$ cat src/design/cst_pkg.sv
// Shared types, codes and character tables for the C subset tokenizer.
package cst_pkg;

  localparam int KEYWORD_PREFIX_CHARS_DEF = 8;
  localparam int FIFO_DEPTH = 4;
  localparam int FIFO_AW = $clog2(FIFO_DEPTH);

  // token kinds
  localparam logic [3:0] KIND_LBRACE  = 4'd0;
  localparam logic [3:0] KIND_RBRACE  = 4'd1;
  localparam logic [3:0] KIND_LPAREN  = 4'd2;
  localparam logic [3:0] KIND_RPAREN  = 4'd3;
  localparam logic [3:0] KIND_SEMI    = 4'd4;
  localparam logic [3:0] KIND_OP      = 4'd5;
  localparam logic [3:0] KIND_KEYWORD = 4'd6;
  localparam logic [3:0] KIND_IDENT   = 4'd7;
  localparam logic [3:0] KIND_INT     = 4'd8;
  localparam logic [3:0] KIND_UNKNOWN = 4'd9;

  // operator codes
  localparam logic [4:0] OP_MINUS  = 5'd0;
  localparam logic [4:0] OP_TILDE  = 5'd1;
  localparam logic [4:0] OP_PLUS   = 5'd2;
  localparam logic [4:0] OP_STAR   = 5'd3;
  localparam logic [4:0] OP_SLASH  = 5'd4;
  localparam logic [4:0] OP_COLON  = 5'd5;
  localparam logic [4:0] OP_QUEST  = 5'd6;
  localparam logic [4:0] OP_COMMA  = 5'd7;
  localparam logic [4:0] OP_LAND   = 5'd8;
  localparam logic [4:0] OP_AMP    = 5'd9;
  localparam logic [4:0] OP_LOR    = 5'd10;
  localparam logic [4:0] OP_PIPE   = 5'd11;
  localparam logic [4:0] OP_LE     = 5'd12;
  localparam logic [4:0] OP_LT     = 5'd13;
  localparam logic [4:0] OP_GE     = 5'd14;
  localparam logic [4:0] OP_GT     = 5'd15;
  localparam logic [4:0] OP_NE     = 5'd16;
  localparam logic [4:0] OP_BANG   = 5'd17;
  localparam logic [4:0] OP_EQ     = 5'd18;
  localparam logic [4:0] OP_ASSIGN = 5'd19;

  // keyword codes
  localparam logic [3:0] KW_INT      = 4'd0;
  localparam logic [3:0] KW_RETURN   = 4'd1;
  localparam logic [3:0] KW_IF       = 4'd2;
  localparam logic [3:0] KW_ELSE     = 4'd3;
  localparam logic [3:0] KW_FOR      = 4'd4;
  localparam logic [3:0] KW_WHILE    = 4'd5;
  localparam logic [3:0] KW_DO       = 4'd6;
  localparam logic [3:0] KW_BREAK    = 4'd7;
  localparam logic [3:0] KW_CONTINUE = 4'd8;
  localparam logic [3:0] KW_NONE     = 4'd9;

  // pending first character of a two-character operator
  localparam logic [2:0] PEND_NONE = 3'd0;
  localparam logic [2:0] PEND_AMP  = 3'd1;
  localparam logic [2:0] PEND_PIPE = 3'd2;
  localparam logic [2:0] PEND_LT   = 3'd3;
  localparam logic [2:0] PEND_GT   = 3'd4;
  localparam logic [2:0] PEND_BANG = 3'd5;
  localparam logic [2:0] PEND_EQ   = 3'd6;

  localparam logic [7:0] CHAR_UNDERSCORE = 8'h5F;

  typedef enum logic [3:0] {
    MODE_IDLE = 4'b0001,
    MODE_OP   = 4'b0010,
    MODE_WORD = 4'b0100,
    MODE_NUM  = 4'b1000
  } scan_mode_t;

  typedef struct packed {
    logic [3:0]  kind;
    logic [4:0]  op;
    logic [3:0]  kw;
    logic [31:0] start;
    logic [15:0] len;
    logic        last;
  } token_t;

  function automatic logic is_letter(input logic [7:0] c);
    return (c inside {[8'h61:8'h7A], [8'h41:8'h5A]});
  endfunction

  function automatic logic is_digit(input logic [7:0] c);
    return (c inside {[8'h30:8'h39]});
  endfunction

  function automatic logic [7:0] pair_second(input logic [2:0] p);
    case (p)
      PEND_AMP:  return 8'h26;
      PEND_PIPE: return 8'h7C;
      PEND_LT, PEND_GT, PEND_BANG, PEND_EQ: return 8'h3D;
      default:   return 8'h00;
    endcase
  endfunction

  function automatic logic [4:0] pair_code(input logic [2:0] p);
    case (p)
      PEND_AMP:  return OP_LAND;
      PEND_PIPE: return OP_LOR;
      PEND_LT:   return OP_LE;
      PEND_GT:   return OP_GE;
      PEND_BANG: return OP_NE;
      PEND_EQ:   return OP_EQ;
      default:   return OP_MINUS;
    endcase
  endfunction

  function automatic logic [4:0] single_code(input logic [2:0] p);
    case (p)
      PEND_AMP:  return OP_AMP;
      PEND_PIPE: return OP_PIPE;
      PEND_LT:   return OP_LT;
      PEND_GT:   return OP_GT;
      PEND_BANG: return OP_BANG;
      PEND_EQ:   return OP_ASSIGN;
      default:   return OP_MINUS;
    endcase
  endfunction

  // Prefix bytes past the word length are zero, so a full 64-bit compare
  // plus the exact length identifies a keyword. Byte 0 sits in bits 7:0.
  function automatic logic [3:0] kw_lookup(input logic [63:0] pre, input logic [15:0] len);
    if (len == 16'd3 && pre == 64'h0000_0000_0074_6E69) return KW_INT;
    if (len == 16'd6 && pre == 64'h0000_6E72_7574_6572) return KW_RETURN;
    if (len == 16'd2 && pre == 64'h0000_0000_0000_6669) return KW_IF;
    if (len == 16'd4 && pre == 64'h0000_0000_6573_6C65) return KW_ELSE;
    if (len == 16'd3 && pre == 64'h0000_0000_0072_6F66) return KW_FOR;
    if (len == 16'd5 && pre == 64'h0000_0065_6C69_6877) return KW_WHILE;
    if (len == 16'd2 && pre == 64'h0000_0000_0000_6F64) return KW_DO;
    if (len == 16'd5 && pre == 64'h0000_006B_6165_7262) return KW_BREAK;
    if (len == 16'd8 && pre == 64'h6575_6E69_746E_6F63) return KW_CONTINUE;
    return KW_NONE;
  endfunction

endpackage

$ cat src/design/c_subset_tokenizer.sv
// Streaming tokenizer for a small C subset, one source byte per transfer.
//
// Each input transfer carries one source byte, or an end mark (end_mark = 1)
// that flushes the pending token without consuming a byte position. The
// scanner state (mode, pending operator character, keyword prefix, run
// length, token start and byte position) updates in the same cycle a byte
// is accepted, and the tokens it causes (none, one or two) are written into
// a four-entry result queue that drives the output ports directly. A byte
// that closes a pending word, number or operator and also starts a token of
// its own gives two tokens; last_of_run marks the final token of a transfer.
// Throughput: one byte per cycle as long as the consumer takes one token per
// cycle; char_ready is high while the queue has room for two tokens, so a
// stretch of two-token bytes is slowed by the single output port. A token can
// leave in the cycle after the byte that completes it. Words are matched
// against nine keywords using their first KEYWORD_PREFIX_CHARS characters and
// exact length; lengths saturate at 65535 and start offsets wrap at 2^32. No
// clearing pass after reset.
module c_subset_tokenizer #(
  parameter int KEYWORD_PREFIX_CHARS = cst_pkg::KEYWORD_PREFIX_CHARS_DEF
) (
  input  logic        clk,
  input  logic        rst,
  input  logic        char_valid,
  output logic        char_ready,
  input  logic [7:0]  char_code,
  input  logic        end_mark,
  output logic        token_valid,
  input  logic        token_ready,
  output logic [3:0]  token_kind,
  output logic [4:0]  operator_code,
  output logic [3:0]  keyword_code,
  output logic [31:0] start_offset,
  output logic [15:0] token_length,
  output logic        last_of_run
);

  localparam int IW = $clog2(KEYWORD_PREFIX_CHARS);
  localparam int CW = cst_pkg::FIFO_AW + 1;

  // Scanner state
  cst_pkg::scan_mode_t scan_mode, scan_mode_next;
  logic [2:0]          pend_char, pend_char_next;
  logic [KEYWORD_PREFIX_CHARS-1:0][7:0] prefix, prefix_next;
  logic [15:0]         cur_len, cur_len_next;
  logic [31:0]         token_start, token_start_next;
  logic [31:0]         byte_pos, byte_pos_next;

  // Result queue
  cst_pkg::token_t     fifo [cst_pkg::FIFO_DEPTH];
  logic [cst_pkg::FIFO_AW-1:0] wr_ptr, rd_ptr;
  logic [CW-1:0]       count;

  logic                accept, pop;
  logic                tok_a_v, tok_b_v;
  cst_pkg::token_t     tok_a, tok_b, flush_tok;
  logic                consumed;
  logic [3:0]          kw;
  logic [1:0]          n_push;

  assign accept = char_valid & char_ready;
  assign pop    = token_valid & token_ready;

  // Room for two tokens keeps the worst case of one byte safe.
  assign char_ready  = (count <= CW'(cst_pkg::FIFO_DEPTH - 2));
  assign token_valid = (count != '0);

  // Token that the pending run would give if it ended now.
  always_comb begin
    kw = cst_pkg::kw_lookup(prefix[7:0], cur_len);
    flush_tok = '0;
    flush_tok.kw    = cst_pkg::KW_NONE;
    flush_tok.start = token_start;
    flush_tok.len   = cur_len;
    case (scan_mode)
      cst_pkg::MODE_OP: begin
        flush_tok.kind = cst_pkg::KIND_OP;
        flush_tok.op   = cst_pkg::single_code(pend_char);
        flush_tok.len  = 16'd1;
      end
      cst_pkg::MODE_WORD: begin
        flush_tok.kind = (kw == cst_pkg::KW_NONE) ? cst_pkg::KIND_IDENT
                                                  : cst_pkg::KIND_KEYWORD;
        flush_tok.kw   = kw;
      end
      cst_pkg::MODE_NUM: begin
        flush_tok.kind = cst_pkg::KIND_INT;
      end
      default: begin
        flush_tok.kind = cst_pkg::KIND_LBRACE;
      end
    endcase
  end

  // Next scanner state and the tokens caused by this byte. Token A closes
  // the pending run; token B comes from handling the byte from idle.
  always_comb begin
    scan_mode_next   = scan_mode;
    pend_char_next   = pend_char;
    prefix_next      = prefix;
    cur_len_next     = cur_len;
    token_start_next = token_start;
    byte_pos_next    = byte_pos;
    consumed         = 1'b0;
    tok_a_v          = 1'b0;
    tok_b_v          = 1'b0;
    tok_a            = flush_tok;
    tok_b            = '0;
    tok_b.kw         = cst_pkg::KW_NONE;
    tok_b.start      = byte_pos;
    tok_b.len        = 16'd1;

    if (end_mark) begin
      // Flush and go idle; the byte position holds.
      tok_a_v        = (scan_mode != cst_pkg::MODE_IDLE);
      scan_mode_next = cst_pkg::MODE_IDLE;
      pend_char_next = cst_pkg::PEND_NONE;
    end else begin
      byte_pos_next = byte_pos + 32'd1;

      case (scan_mode)
        cst_pkg::MODE_OP: begin
          if (pend_char != cst_pkg::PEND_NONE &&
              char_code == cst_pkg::pair_second(pend_char)) begin
            tok_a_v        = 1'b1;
            tok_a.op       = cst_pkg::pair_code(pend_char);
            tok_a.len      = 16'd2;
            scan_mode_next = cst_pkg::MODE_IDLE;
            pend_char_next = cst_pkg::PEND_NONE;
            consumed       = 1'b1;
          end
        end
        cst_pkg::MODE_WORD, cst_pkg::MODE_NUM: begin
          if (cst_pkg::is_letter(char_code) || cst_pkg::is_digit(char_code) ||
              (scan_mode == cst_pkg::MODE_WORD &&
               char_code == cst_pkg::CHAR_UNDERSCORE)) begin
            consumed = 1'b1;
            if (cur_len < 16'(KEYWORD_PREFIX_CHARS)) begin
              prefix_next[cur_len[IW-1:0]] = char_code;
            end
            if (cur_len != 16'hFFFF) begin
              cur_len_next = cur_len + 16'd1;
            end
          end
        end
        default: begin
        end
      endcase

      if (!consumed) begin
        // Close the pending run, then take the byte from idle.
        tok_a_v        = (scan_mode != cst_pkg::MODE_IDLE);
        scan_mode_next = cst_pkg::MODE_IDLE;
        pend_char_next = cst_pkg::PEND_NONE;

        tok_b_v   = 1'b1;
        tok_b.kind = cst_pkg::KIND_OP;
        case (char_code)
          8'h20, 8'h0A, 8'h0D: tok_b_v = 1'b0;
          8'h7B: tok_b.kind = cst_pkg::KIND_LBRACE;
          8'h7D: tok_b.kind = cst_pkg::KIND_RBRACE;
          8'h28: tok_b.kind = cst_pkg::KIND_LPAREN;
          8'h29: tok_b.kind = cst_pkg::KIND_RPAREN;
          8'h3B: tok_b.kind = cst_pkg::KIND_SEMI;
          8'h2D: tok_b.op = cst_pkg::OP_MINUS;
          8'h7E: tok_b.op = cst_pkg::OP_TILDE;
          8'h2B: tok_b.op = cst_pkg::OP_PLUS;
          8'h2A: tok_b.op = cst_pkg::OP_STAR;
          8'h2F: tok_b.op = cst_pkg::OP_SLASH;
          8'h3A: tok_b.op = cst_pkg::OP_COLON;
          8'h3F: tok_b.op = cst_pkg::OP_QUEST;
          8'h2C: tok_b.op = cst_pkg::OP_COMMA;
          8'h26, 8'h7C, 8'h3C, 8'h3E, 8'h21, 8'h3D: begin
            // First character of a possible pair: hold it for one byte.
            tok_b_v          = 1'b0;
            scan_mode_next   = cst_pkg::MODE_OP;
            token_start_next = byte_pos;
            case (char_code)
              8'h26:   pend_char_next = cst_pkg::PEND_AMP;
              8'h7C:   pend_char_next = cst_pkg::PEND_PIPE;
              8'h3C:   pend_char_next = cst_pkg::PEND_LT;
              8'h3E:   pend_char_next = cst_pkg::PEND_GT;
              8'h21:   pend_char_next = cst_pkg::PEND_BANG;
              default: pend_char_next = cst_pkg::PEND_EQ;
            endcase
          end
          default: begin
            if (cst_pkg::is_letter(char_code) || cst_pkg::is_digit(char_code)) begin
              // Start a word or a number run.
              tok_b_v          = 1'b0;
              scan_mode_next   = cst_pkg::is_letter(char_code) ? cst_pkg::MODE_WORD
                                                               : cst_pkg::MODE_NUM;
              token_start_next = byte_pos;
              cur_len_next     = 16'd1;
              prefix_next      = '0;
              prefix_next[0]   = char_code;
            end else begin
              tok_b.kind = cst_pkg::KIND_UNKNOWN;
            end
          end
        endcase
      end
    end

    tok_a.last = ~tok_b_v;
    tok_b.last = 1'b1;
  end

  assign n_push = accept ? ({1'b0, tok_a_v} + {1'b0, tok_b_v}) : 2'd0;

  // Scanner registers
  always_ff @(posedge clk) begin
    if (rst) begin
      scan_mode   <= cst_pkg::MODE_IDLE;
      pend_char   <= cst_pkg::PEND_NONE;
      prefix      <= '0;
      cur_len     <= '0;
      token_start <= '0;
      byte_pos    <= '0;
    end else if (accept) begin
      scan_mode   <= scan_mode_next;
      pend_char   <= pend_char_next;
      prefix      <= prefix_next;
      cur_len     <= cur_len_next;
      token_start <= token_start_next;
      byte_pos    <= byte_pos_next;
    end
  end

  // Result queue payload: write A, then B behind it.
  always_ff @(posedge clk) begin
    if (accept && tok_a_v) begin
      fifo[wr_ptr] <= tok_a;
    end
    if (accept && tok_b_v) begin
      fifo[wr_ptr + cst_pkg::FIFO_AW'(tok_a_v)] <= tok_b;
    end
  end

  // Result queue pointers
  always_ff @(posedge clk) begin
    if (rst) begin
      wr_ptr <= '0;
      rd_ptr <= '0;
      count  <= '0;
    end else begin
      wr_ptr <= wr_ptr + cst_pkg::FIFO_AW'(n_push);
      rd_ptr <= rd_ptr + cst_pkg::FIFO_AW'(pop);
      count  <= count + CW'(n_push) - CW'(pop);
    end
  end

  assign token_kind    = fifo[rd_ptr].kind;
  assign operator_code = fifo[rd_ptr].op;
  assign keyword_code  = fifo[rd_ptr].kw;
  assign start_offset  = fifo[rd_ptr].start;
  assign token_length  = fifo[rd_ptr].len;
  assign last_of_run   = fifo[rd_ptr].last;

endmodule
$ cat config.mk
export PLATFORM = sky130hd
export DESIGN_NAME = c_subset_tokenizer
export DESIGN_NICKNAME = d
export VERILOG_FILES = /design/src/design/cst_pkg.sv /design/src/design/c_subset_tokenizer.sv
export SDC_FILE = /design/constraint.sdc
export NUM_CORES = 1
export LEC_CHECK = 0
export CAP_MARGIN = 20
export CORE_MARGIN = 8
export CORE_UTILIZATION = 59
export DETAILED_ROUTE_END_ITERATION = 8
export DONT_BUFFER_PORTS = 1
export HOLD_SLACK_MARGIN = 0.15
export PLACE_DENSITY = 0.75
export SETUP_SLACK_MARGIN = 0.15
export SLEW_MARGIN = 0
export SYNTH_ARGS = -nofsm -noshare
export SYNTH_HDL_FRONTEND = slang
export SYNTH_SLANG_ARGS = --single-unit
$ cat constraint.sdc
create_clock -name clk -period 10.7 [get_ports clk]
set_input_delay 2.14 -clock clk [delete_from_list [all_inputs] [get_ports clk]]
set_output_delay 2.14 -clock clk [all_outputs]
set_load 0.05 [all_outputs]
# After elaboration in Yosys (flattened, before gate mapping)
# Memory sizes are Yosys's and may differ from the RTL's. A register that Yosys moved wholly into a read port is not among the register bits.
# Index checks and enable logic that the tools add are counted.
# W data, S select, Z words.
op_classes:
  n_addsub: 8
  muxes: 141
  n_lt_le_gt_ge: 10
  n_eq_ne: 53
  n_reduce_logical: 34
  bitwise_logic: 6
ops:
  columns: ["operator", "n"]
  rows:
  - ["$mux W64", 6]
  - ["$mux W16", 10]
  - ["$mux W4", 36]
  - ["$eq A64 B15 Y1 const B", 2]
  - ["$eq A64 B23 Y1 const B", 2]
  - ["$eq A64 B39 Y1 const B", 2]
  - ["$eq A8 B6 Y1 const B", 16]
  - ["$bwmux W64", 1]
  - ["$eq A64 B31 Y1 const B", 1]
  - ["$eq A64 B47 Y1 const B", 1]
  - ["$eq A64 B63 Y1 const B", 1]
  - ["$pmux W32 S2", 1]
  - ["$pmux W5 S6", 2]
  - ["$mux W1", 59]
  - ["$eq A16 B3 Y1 const B", 3]
  - ["$eq A8 B7 Y1 const B", 5]
  - ["$add A32 B1 Y32 const B", 1]
  - ["$eq A16 B2 Y1 const B", 2]
  - ["$mux W32", 1]
  - ["$demux W8 S3", 1]
  - ["$mux W8", 3]
  - ["$pmux W4 S6", 1]
  - ["$reduce_or A22 Y1", 1]
  - ["$pmux W3 S7", 1]
  - ["52 further kinds", 93]
word_totals:
  mem_bits_rw: 248
  output_inout_bits: 64
  mem_count: 1
  elab_cells: 269
  regBits: 158
  inputBits: 13
memory_table:
  columns: ["name", "depth", "width", "read_ports", "rd_clocked_by_memory_dff", "write_ports", "line", "rtl"]
  rows:
  - ["fifo", 4, 62, 1, 1, 2, "c_subset_tokenizer.sv:49", "cst_pkg::token_t fifo [cst_pkg::FIFO_DEPTH];"]

# Depth between registers and ports, before layout
# Gate-level depths: netlist of run 1.
depth:
  word_depth: 51
  ltp_mapped: 17
  depth_no_buf: 15

# Worst setup path before layout of run 1
# Ideal clock, no wire load.
synth_path:
  kind: "input to register"
  from: "input char_code[6]"
  to: "memory fifo[1][17] in the netlist's numbering, enable pin"
  stages: 12
  arrival_time_ns: 5.524
  n_path_buf: 3
  required_time_ns: 10.303
  setup_slack_ns: 4.779
  setup_time_ns: 0.397
  cell_sequence: "clkbuf_1 -> nand4b_1 -> or3_1 -> a211oi_1 -> nor2_1 -> ha_1 -> xnor2_1 -> nand3_1 -> or3b_2 -> buf_2 -> buf_2 -> nand2_1"
synth_lines:
  columns: ["item", "line", "rtl"]
  rows:
  - ["from (decl)", "c_subset_tokenizer.sv:25", "input logic [7:0] char_code,"]
  - ["to (decl)", "c_subset_tokenizer.sv:49", null]

# Worst setup path after layout of run 1
layout_path:
  from: "input char_code[3]"
  to: "register count[2]"
layout_between:
  elab_chain_len: 14
  word_cells_on_any_way: 55
  classes_between: "add/sub (3); order compare (6); eq/ne (24); mux (12); reduce/logical (10)"
layout_lines:
  columns: ["item", "line", "rtl"]
  rows:
  - ["$ge A8 B7 Y1 / $le A8 B7 Y1 (equally long branches)", "cst_pkg.sv:82", "return (c inside {[8'h61:8'h7A], [8'h41:8'h5A]});"]
  - ["$logic_and A1 B1 Y1", "cst_pkg.sv:82", null]
  - ["$reduce_bool A2 Y1", "cst_pkg.sv:82", null]
  - ["$logic_or A1 B1 Y1", "c_subset_tokenizer.sv:133, c_subset_tokenizer.sv:187", null]
  - ["$logic_or A1 B1 Y1", "c_subset_tokenizer.sv:133", "if (cst_pkg::is_letter(char_code) || cst_pkg::is_digit(char_code) ||"]
  - ["$mux W1", "c_subset_tokenizer.sv:133", null]
  - ["$pmux W1 S2", "c_subset_tokenizer.sv:120", "case (scan_mode)"]
  - ["$mux W1", "c_subset_tokenizer.sv:112", "if (end_mark) begin"]
  - ["$mux W1", "c_subset_tokenizer.sv:149", "if (!consumed) begin"]
  - ["$mux W1", "c_subset_tokenizer.sv:112", null]
  - ["$add A1 B1 Y2 *", "c_subset_tokenizer.sv:208", "assign n_push = accept ? ({1'b0, tok_a_v} + {1'b0, tok_b_v}) : 2'd0;"]
  - ["$mux W2 *", "c_subset_tokenizer.sv:208", null]
  - ["$add A3 B2 Y3 *", "c_subset_tokenizer.sv:248", "count <= count + CW'(n_push) - CW'(pop);"]
  - ["$sub A3 B1 Y3 *", "c_subset_tokenizer.sv:248", null]
  - ["to (signal assigned)", "c_subset_tokenizer.sv:248", null]
  - ["to (decl)", "c_subset_tokenizer.sv:51", "logic [CW-1:0] count;"]
# Mark *: on every way between the ends. The rest lies on a longest branch, timed or not. The select of a mux whose other input is x is not followed.
# A chain may end at the register's enable or synchronous reset.

==> results of run 1 <==
-- state kept, by name (all words and copies together), names as in the netlist --
signal and count:
prefix 64, scan_mode 4, fifo 248, byte_pos 32, cur_len 16, wr_ptr 2
token_start 32, pend_char 3, count 3, rd_ptr 2
-- power by group through the flow --
stage	clock network, mW	logic (mW)	registers [mW]
finish	1.39	0.755	1.74
global route	1.46	0.793	1.75
CTS	1.40	0.743	1.75
detailed placement	0	0.740	1.78
global placement	0	0.729	1.78
floorplan	0	0.648	1.72
-- layout make-up --
type                    instances  area (µm²)  share of cell area [%]
inverters                      14        52.6                   0.247
flip-flops and latches        406        9700                    45.6
clock inverters                14         110                   0.518
repair buffers                 32         305                    1.44
well taps                     448         561                    2.64
clock buffers                  62        1190                    5.59
multi-input cells            1517        9350                    44.0
-- per-layer routing --
| layer | part of all wire, % | wire, µm | vias to the layer above | track usage (%) |
|---|---|---|---|---|
| met2 | 50 | 27800 | 742 | 49.1 |
| met3 | 8.1 | 4560 | 166 | 4.80 |
| met1 | 38 | 21100 | 7760 | 33.6 |
| met4 | 4.5 | 2510 | 0 | 14.5 |
| li1 | - | - | 7371 | - |
| met5 | 0 | 0 | - | 0 |
-- worst min-delay path, stage by stage (launching register included) --
cell     delay (ps)
dfxtp_1         310
nand2_1          50
a21oi_1          50
-- worst paths after layout --
check / from / end / slack (ps) / depth (start not counted)
setup / recovery: char_code[3] / count[2]$_SDFF_PP0_ / 5200 / 15
hold / removal: fifo[0][57]$_SDFFE_PP0N_ / fifo[0][57]$_SDFFE_PP0N_ / 450 / 2
setup reg to reg: scan_mode[2]$_SDFFE_PP0P_ / fifo[1][41]$_DFFE_PP_ / 6000 / 10
hold reg to reg: fifo[0][57]$_SDFFE_PP0N_ / fifo[0][57]$_SDFFE_PP0N_ / 450 / 2
-- placed cells by master, fill, tap and decap left out, types with 17 or more instances in the layout --
cell type	netlist	routed
xor2_1	23	23
o31ai_1	19	19
o211ai_1	17	17
and3_1	29	29
clkbuf_16	0	44
nand2b_1	21	21
a21oi_1	99	99
nor4_1	22	21
dfxtp_1	250	248
nand4_1	30	30
o21ai_0	118	118
and2_1	19	19
edfxtp_1	156	156
buf_4	0	28
nor3_1	33	32
nand3_1	186	186
mux2i_1	40	40
nand2_1	455	451
mux4_2	62	62
xnor2_1	21	21
nor2_1	126	125
-- logic make-up (layout without fill, tap and decap cells) --
kind of cell	Yosys count	in the layout	synth area share [%]
DFF	406	406	49.2
adders and majority gates	13	13	0.863
xor gates and xnor gates	44	44	1.96
muxes	102	102	9.12
buffers and inverters	186	122	3.84
and+or+nand+nor	1048	1048	25.9
AOI/OAI and AO/OA	310	310	9.19
==> results.py, run 1 <==
metrics = {
    "run_status": {
        "status": "completed",
    },
    "global_routing": {
        "grt_start_max_net_pins": 102,
        "grt_overflow": 0,
        "grt_pass1_wl_um": 88400,
        "antenna_found_initial": 0,
        "grt_pass1_vias": 15834,
        "grt_usage_pct": 28.3,
    },
    "pwr": {
        "pwr-share-comb_pct": 19.4,
        "vdd_drop_max_v": 0.000138,
        "switching_share_pct": 31.1,
        "switchingPower_mw": 1.21,
        "powerDensity_nw_per_um2": 183,
        "leakage_nw": 7.38,
        "intPower_mw": 2.68,
        "pwr-share-seq_pct": 44.7,
        "totalPowerFinal_mw": 3.89,
        "power_frac_clock_pct": 35.9,
    },
    "placement": {
        "place_area_um2": 19900,
        "dp_cells": 2413,
        "gp_congestion": 0.958,
        "pre_cts_ws_ps": 4610,
        "dp_hpwl_um": 35600,
        "io_buffers": 0,
    },
    "logic_synthesis": {
        "synthTopCellsByArea": "dfxtp_1 25%, edfxtp_1 24%, nand2_1 8.7%, mux4_2 7.1%, nand3_1 4.7%",
        "syn-num-nets": 2135,
        "yosysTopAreaCell": "dfxtp_1",
        "synth_edf_count": 156,
        "synth_most_common_cell": "nand2_1",
        "seq_area_frac_synth_pct": 49.2,
        "synth.top_cell.area_share_pct": 25.4,
        "synthesis.area_um2": 19700,
        "synthArstFlopShare_pct": 0,
        "syn-instance-count": 2109,
        "synth_cell_types": 74,
        "synth_top_cells_by_count": "455 x nand2_1, 250 x dfxtp_1, 186 x nand3_1",
        "ys_ff_latch": 406,
        "synth_ff_type": "dfxtp_1",
        "avgSynthCellArea_um2": 9.35,
        "ys_warn_count": 0,
    },
    "timing": {
        "skew_ps": 17.9,
        "max_freq_ghz": 0.182,
        "finalSetupViolations": 0,
        "maxSlewHeadroom_pct": 27.9,
        "setup_ws_ps": 5200,
        "final.setup.tns_ps": 0,
        "tightest_slew_ps": 1070,
        "hold_violations": 0,
        "grt_setup_unrepaired": "no",
        "whs_ps": 454,
        "slew_viol_final": 0,
        "period_minus_slack_ps": 5500,
        "final.period_utilization_pct": 51.4,
    },
    "worst_setup_path": {
        "path_common_cell": "ha_1",
        "cp_cell_sequence": "or2_1, nor4_2, o21ai_1, nor4b_2, nor2b_1, ha_1, and3_1, inv_1, ha_1, inv_1, ha_1, fa_1, xor2_1, xnor2_1, nor2_1",
        "critPathArrivalTime_ps": 5940,
        "critPathKind": "in -> reg",
        "cp_max_fo": 18,
        "critPathBufInv": 2,
        "startpoint_type": "input pin",
        "cpPeakStageDelay_ps": 710,
        "path_delay_family": "simple AND/OR/NAND/NOR gates",
        "cpMaxStageDelayCell": "nor4b_2",
        "end_kind": "flip-flop",
        "cp_data_required_time_ps": 11140,
    },
    "floorplanning": {
        "dieArea_um2": 39500,
        "die_h_um": 199,
        "io_pins": 77,
        "die_w_um": 199,
        "fp.coreArea_um2": 33200,
        "num_rows": 67,
        "initial_utilization_pct": 59.4,
    },
    "clocking": {
        "clk_pin_slew_ps": 60,
        "cts_hold_buf": 0,
        "cts_sinks": 406,
        "cts_repair_resize_count": 0,
        "clk_latency_ps": 550,
        "root_buffer": "clkbuf_16",
        "clockBufferDepth": 3,
        "htreeDepth": 2,
        "cts_tree": "built",
        "numCtsBuffers": 42,
        "post_cts_buffers": 0,
    },
    "final_layout": {
        "syn_to_final_growth_pct": 7.86,
        "drive_gt1_share_pct": 9.24,
        "finish.utilization_pct": 64.0,
        "nFillCells": 2690,
        "layout.nets": 2039,
        "antenna_cells": 0,
        "design_area_um2": 21300,
        "layoutNonFillerInstCount": 2493,
    },
    "routing": {
        "vias_per_cell": 6.43,
        "drc": 0,
        "vias": 16039,
        "dr.pass1.iters": 7,
        "wirelength_um": 56000,
        "first_iter_violations": 1418,
        "ant_nets": 0,
        "wl_per_cell_um": 22.5,
    },
    "min_path": {
        "hp-class": "reg -> reg",
    },
    "flow_run": {
        "max_cap_violations": 0,
    },
}
Power figures use the tool's default switching activity.
==> run 2: changes to the inputs <==
--- a/config.mk
+++ b/config.mk
@@ -5,6 +5,7 @@
 export SDC_FILE = /design/constraint.sdc
 export NUM_CORES = 1
 export LEC_CHECK = 0
+export ABC_AREA = 1
 export CAP_MARGIN = 20
 export CORE_MARGIN = 8
 export CORE_UTILIZATION = 59
==> constraint.sdc (replaced) <==
create_clock -name clk -period 5.41 [get_ports clk]
set_input_delay 1.082 -clock clk [delete_from_list [all_inputs] [get_ports clk]]
set_output_delay 1.082 -clock clk [all_outputs]
set_load 0.05 [all_outputs]
==> results.py, run 2 <==
metrics = {
    "run_status": {
        "status": "completed",
    },
    "global_routing": {
        "grt_usage_pct": 30.2,
        "grt_pass1_vias": 18983,
        "gr-usage-met1_pct": 43.5,
        "grt_start_max_net_pins": 84,
        "antenna_found_initial": 0,
        "grt_use_met2_pct": 46.2,
        "grt_pass1_wl_um": 106000,
        "busiest_layer": "met2",
        "grt_overflow": 0,
        "grt_util_met3_pct": 4.98,
    },
    "logic_synthesis": {
        "synth_ff_type": "dfxtp_1",
        "yosysTopAreaCell": "dfxtp_1",
        "syn-num-nets": 3007,
        "synth.top_cell.area_share_pct": 23.2,
        "synth_edf_count": 156,
        "ys_warn_count": 0,
        "synthTopCellsByArea": "dfxtp_1 23%, edfxtp_1 22%, nand2_1 11%, nor2_1 8.2%, o21ai_0 6.0%",
        "seq_area_frac_synth_pct": 45.0,
        "synthesis.area_um2": 21500,
        "syn-instance-count": 2981,
        "avgSynthCellArea_um2": 7.22,
        "ys_ff_latch": 406,
        "synth_most_common_cell": "nand2_1",
        "synthArstFlopShare_pct": 0,
        "synth_cell_types": 47,
        "synth_top_cells_by_count": "617 x nand2_1, 469 x nor2_1, 260 x o21ai_0",
    },
    "worst_setup_path": {
        "critPathKind": "reg -> reg",
        "critPathArrivalTime_ps": 4500,
        "rr_startpoint": "scan_mode[2]$_SDFFE_PP0P_",
        "cp_data_required_time_ps": 5710,
        "cpMaxStageDelayCell": "nor3_4",
        "cpPeakStageDelay_ps": 690,
        "path_common_cell": "inv_1",
        "path_delay_family": "simple AND/OR/NAND/NOR gates",
        "startpoint_type": "flip-flop",
        "end_kind": "flip-flop",
        "cp_cell_sequence": "inv_1, nor3_4, inv_1, nand2_2, nand2_4, inv_4, nand2_4, nand2_1, inv_1, ha_1, inv_1, nor2_1, nand2_4, clkinv_2, nand2_1, o21ai_1",
        "cp_max_fo": 41,
        "critPathBufInv": 6,
        "cp-startpoint": "scan_mode[2]$_SDFFE_PP0P_",
    },
    "clocking": {
        "clk_pin_slew_ps": 60,
        "cts_tree": "built",
        "root_buffer": "clkbuf_16",
        "htreeDepth": 2,
        "clk_latency_ps": 580,
        "cts_hold_buf": 0,
        "numCtsBuffers": 43,
        "cts_sinks": 406,
        "post_cts_buffers": 0,
        "cts_repair_resize_count": 0,
        "clockBufferDepth": 3,
    },
    "timing": {
        "maxSlewHeadroom_pct": 33.6,
        "tightest_slew_ps": 995,
        "hold_violations": 0,
        "final.setup.tns_ps": 0,
        "slew_viol_final": 0,
        "final.period_utilization_pct": 77.6,
        "skew_ps": 23.6,
        "finalSetupViolations": 0,
        "grt_setup_unrepaired": "no",
        "period_minus_slack_ps": 4200,
        "max_freq_ghz": 0.238,
    },
    "routing": {
        "wl_per_cell_um": 19.5,
        "first_iter_violations": 2545,
        "drc": 0,
        "wirelength_um": 67000,
        "ant_nets": 0,
        "dr.pass1.iters": 6,
        "vias": 20778,
        "vias_per_cell": 6.04,
    },
    "placement": {
        "dp_cells": 3363,
        "gp_congestion": 0.955,
        "dp_hpwl_um": 44900,
        "io_buffers": 0,
    },
    "final_layout": {
        "layout_commonest_cell": "nand2_1",
        "reg_top3": "fifo (248), prefix (64)",
        "top_register": "fifo",
        "syn_to_final_growth_pct": 8.53,
        "layoutNonFillerInstCount": 3442,
        "final_cell_mix": "616 x nand2_1, 469 x nor2_1, 260 x o21ai_0",
        "finish.utilization_pct": 64.5,
        "layout.nets": 2967,
        "nFillCells": 3270,
        "largest_reg_flops": 248,
        "drive_gt1_share_pct": 7.09,
        "antenna_cells": 0,
    },
    "floorplanning": {
        "io_pins": 77,
        "initial_utilization_pct": 59.4,
        "dieArea_um2": 42900,
        "die_h_um": 207,
        "fp.coreArea_um2": 36300,
        "num_rows": 70,
        "die_w_um": 207,
    },
    "pwr": {
        "leakage_nw": 8.44,
        "powerDensity_nw_per_um2": 389,
        "totalPowerFinal_mw": 9.10,
        "vdd_drop_max_v": 0.000271,
    },
    "min_path": {
        "hp-class": "reg -> reg",
        "hp-start": "prefix[7]$_SDFFE_PP0P_",
    },
    "flow_run": {
        "max_cap_violations": 0,
    },
}
[run 2: cell count changes after synthesis, moves of 25 or more]
cell | before | now
nor2_1 | 126 | 469
inv_1 | 14 | 224
o21ai_1 | 7 | 180
nand2_1 | 455 | 617
o21ai_0 | 118 | 260
mux4_2 | 62 | 0
o22ai_1 | 6 | 62
nand3_1 | 186 | 231
mux2i_1 | 40 | 0
nor3_1 | 33 | 62
and3_1 | 29 | 3
buf_1 | 26 | 1
[run 2: per-layer routing]
metal	vias up	part of all wire, %
met5	-	0
met4	0	2.0
met3	127	10
met2	1055	43
met1	9745	44
li1	9851	-
[run 2: per-stage QoR]
step / area (µm²) / hold WS (ps) / setup WS (ps)
finish: 23400 / 467 / 1210
CTS: 23300 / 464 / 1240
global route: 23400 / 482 / 966
detailed placement: 21900 / 450 / 929
global placement: 21900 / 444 / 956
floorplan: 21500 / 436 / 1010
[run 2: area by class of cell]
cell class | count | area, µm² | area share [%]
Clock buffer | 69 | 1300 | 5.55
Clock inverter | 9 | 115 | 0.492
Inverter | 249 | 942 | 4.03
Multi-Input combinational cell | 2155 | 10000 | 43.0
Sequential cell | 406 | 9690 | 41.5
Tap cell | 468 | 586 | 2.51
Timing Repair Buffer | 86 | 691 | 2.95
[run 2: path summary, 6_finish.rpt]
check	cells after the start	slack [ps]	end
max	16	1210	fifo[1][48]$_DFFE_PP_
min reg2reg	2	470	prefix[7]$_SDFFE_PP0P_
max reg2reg	16	1210	fifo[1][48]$_DFFE_PP_
min	2	470	prefix[7]$_SDFFE_PP0P_
[run 2: kinds of logic (layout without fill, tap and decap cells)]
| kind of cell | Yosys count | after routing | synth area share [%] |
|---|---|---|---|
| adders and majority gates | 13 | 13 | 0.790 |
| and+or+nand+nor | 1493 | 1493 | 29.9 |
| AOI/OAI and AO/OA | 629 | 629 | 15.1 |
| DFF | 406 | 406 | 45.0 |
| buffers and inverters | 420 | 413 | 8.35 |
| xor gates and xnor gates | 20 | 20 | 0.813 |
[run 2: power breakdown]
group	switching, mW	internal, mW
Clock	1.23	1.74
Combinational	2.05	0.675
Sequential	0.0890	3.31
[run 2: worst register-to-register path, delay by kind of cell (launching register included)]
family	cells	cell delay (ps)
adders and majority gates	1	330
and+or+nand+nor	8	1800
buffers and inverters	6	1330
DFF	1	350
AOI/OAI and AO/OA	1	110
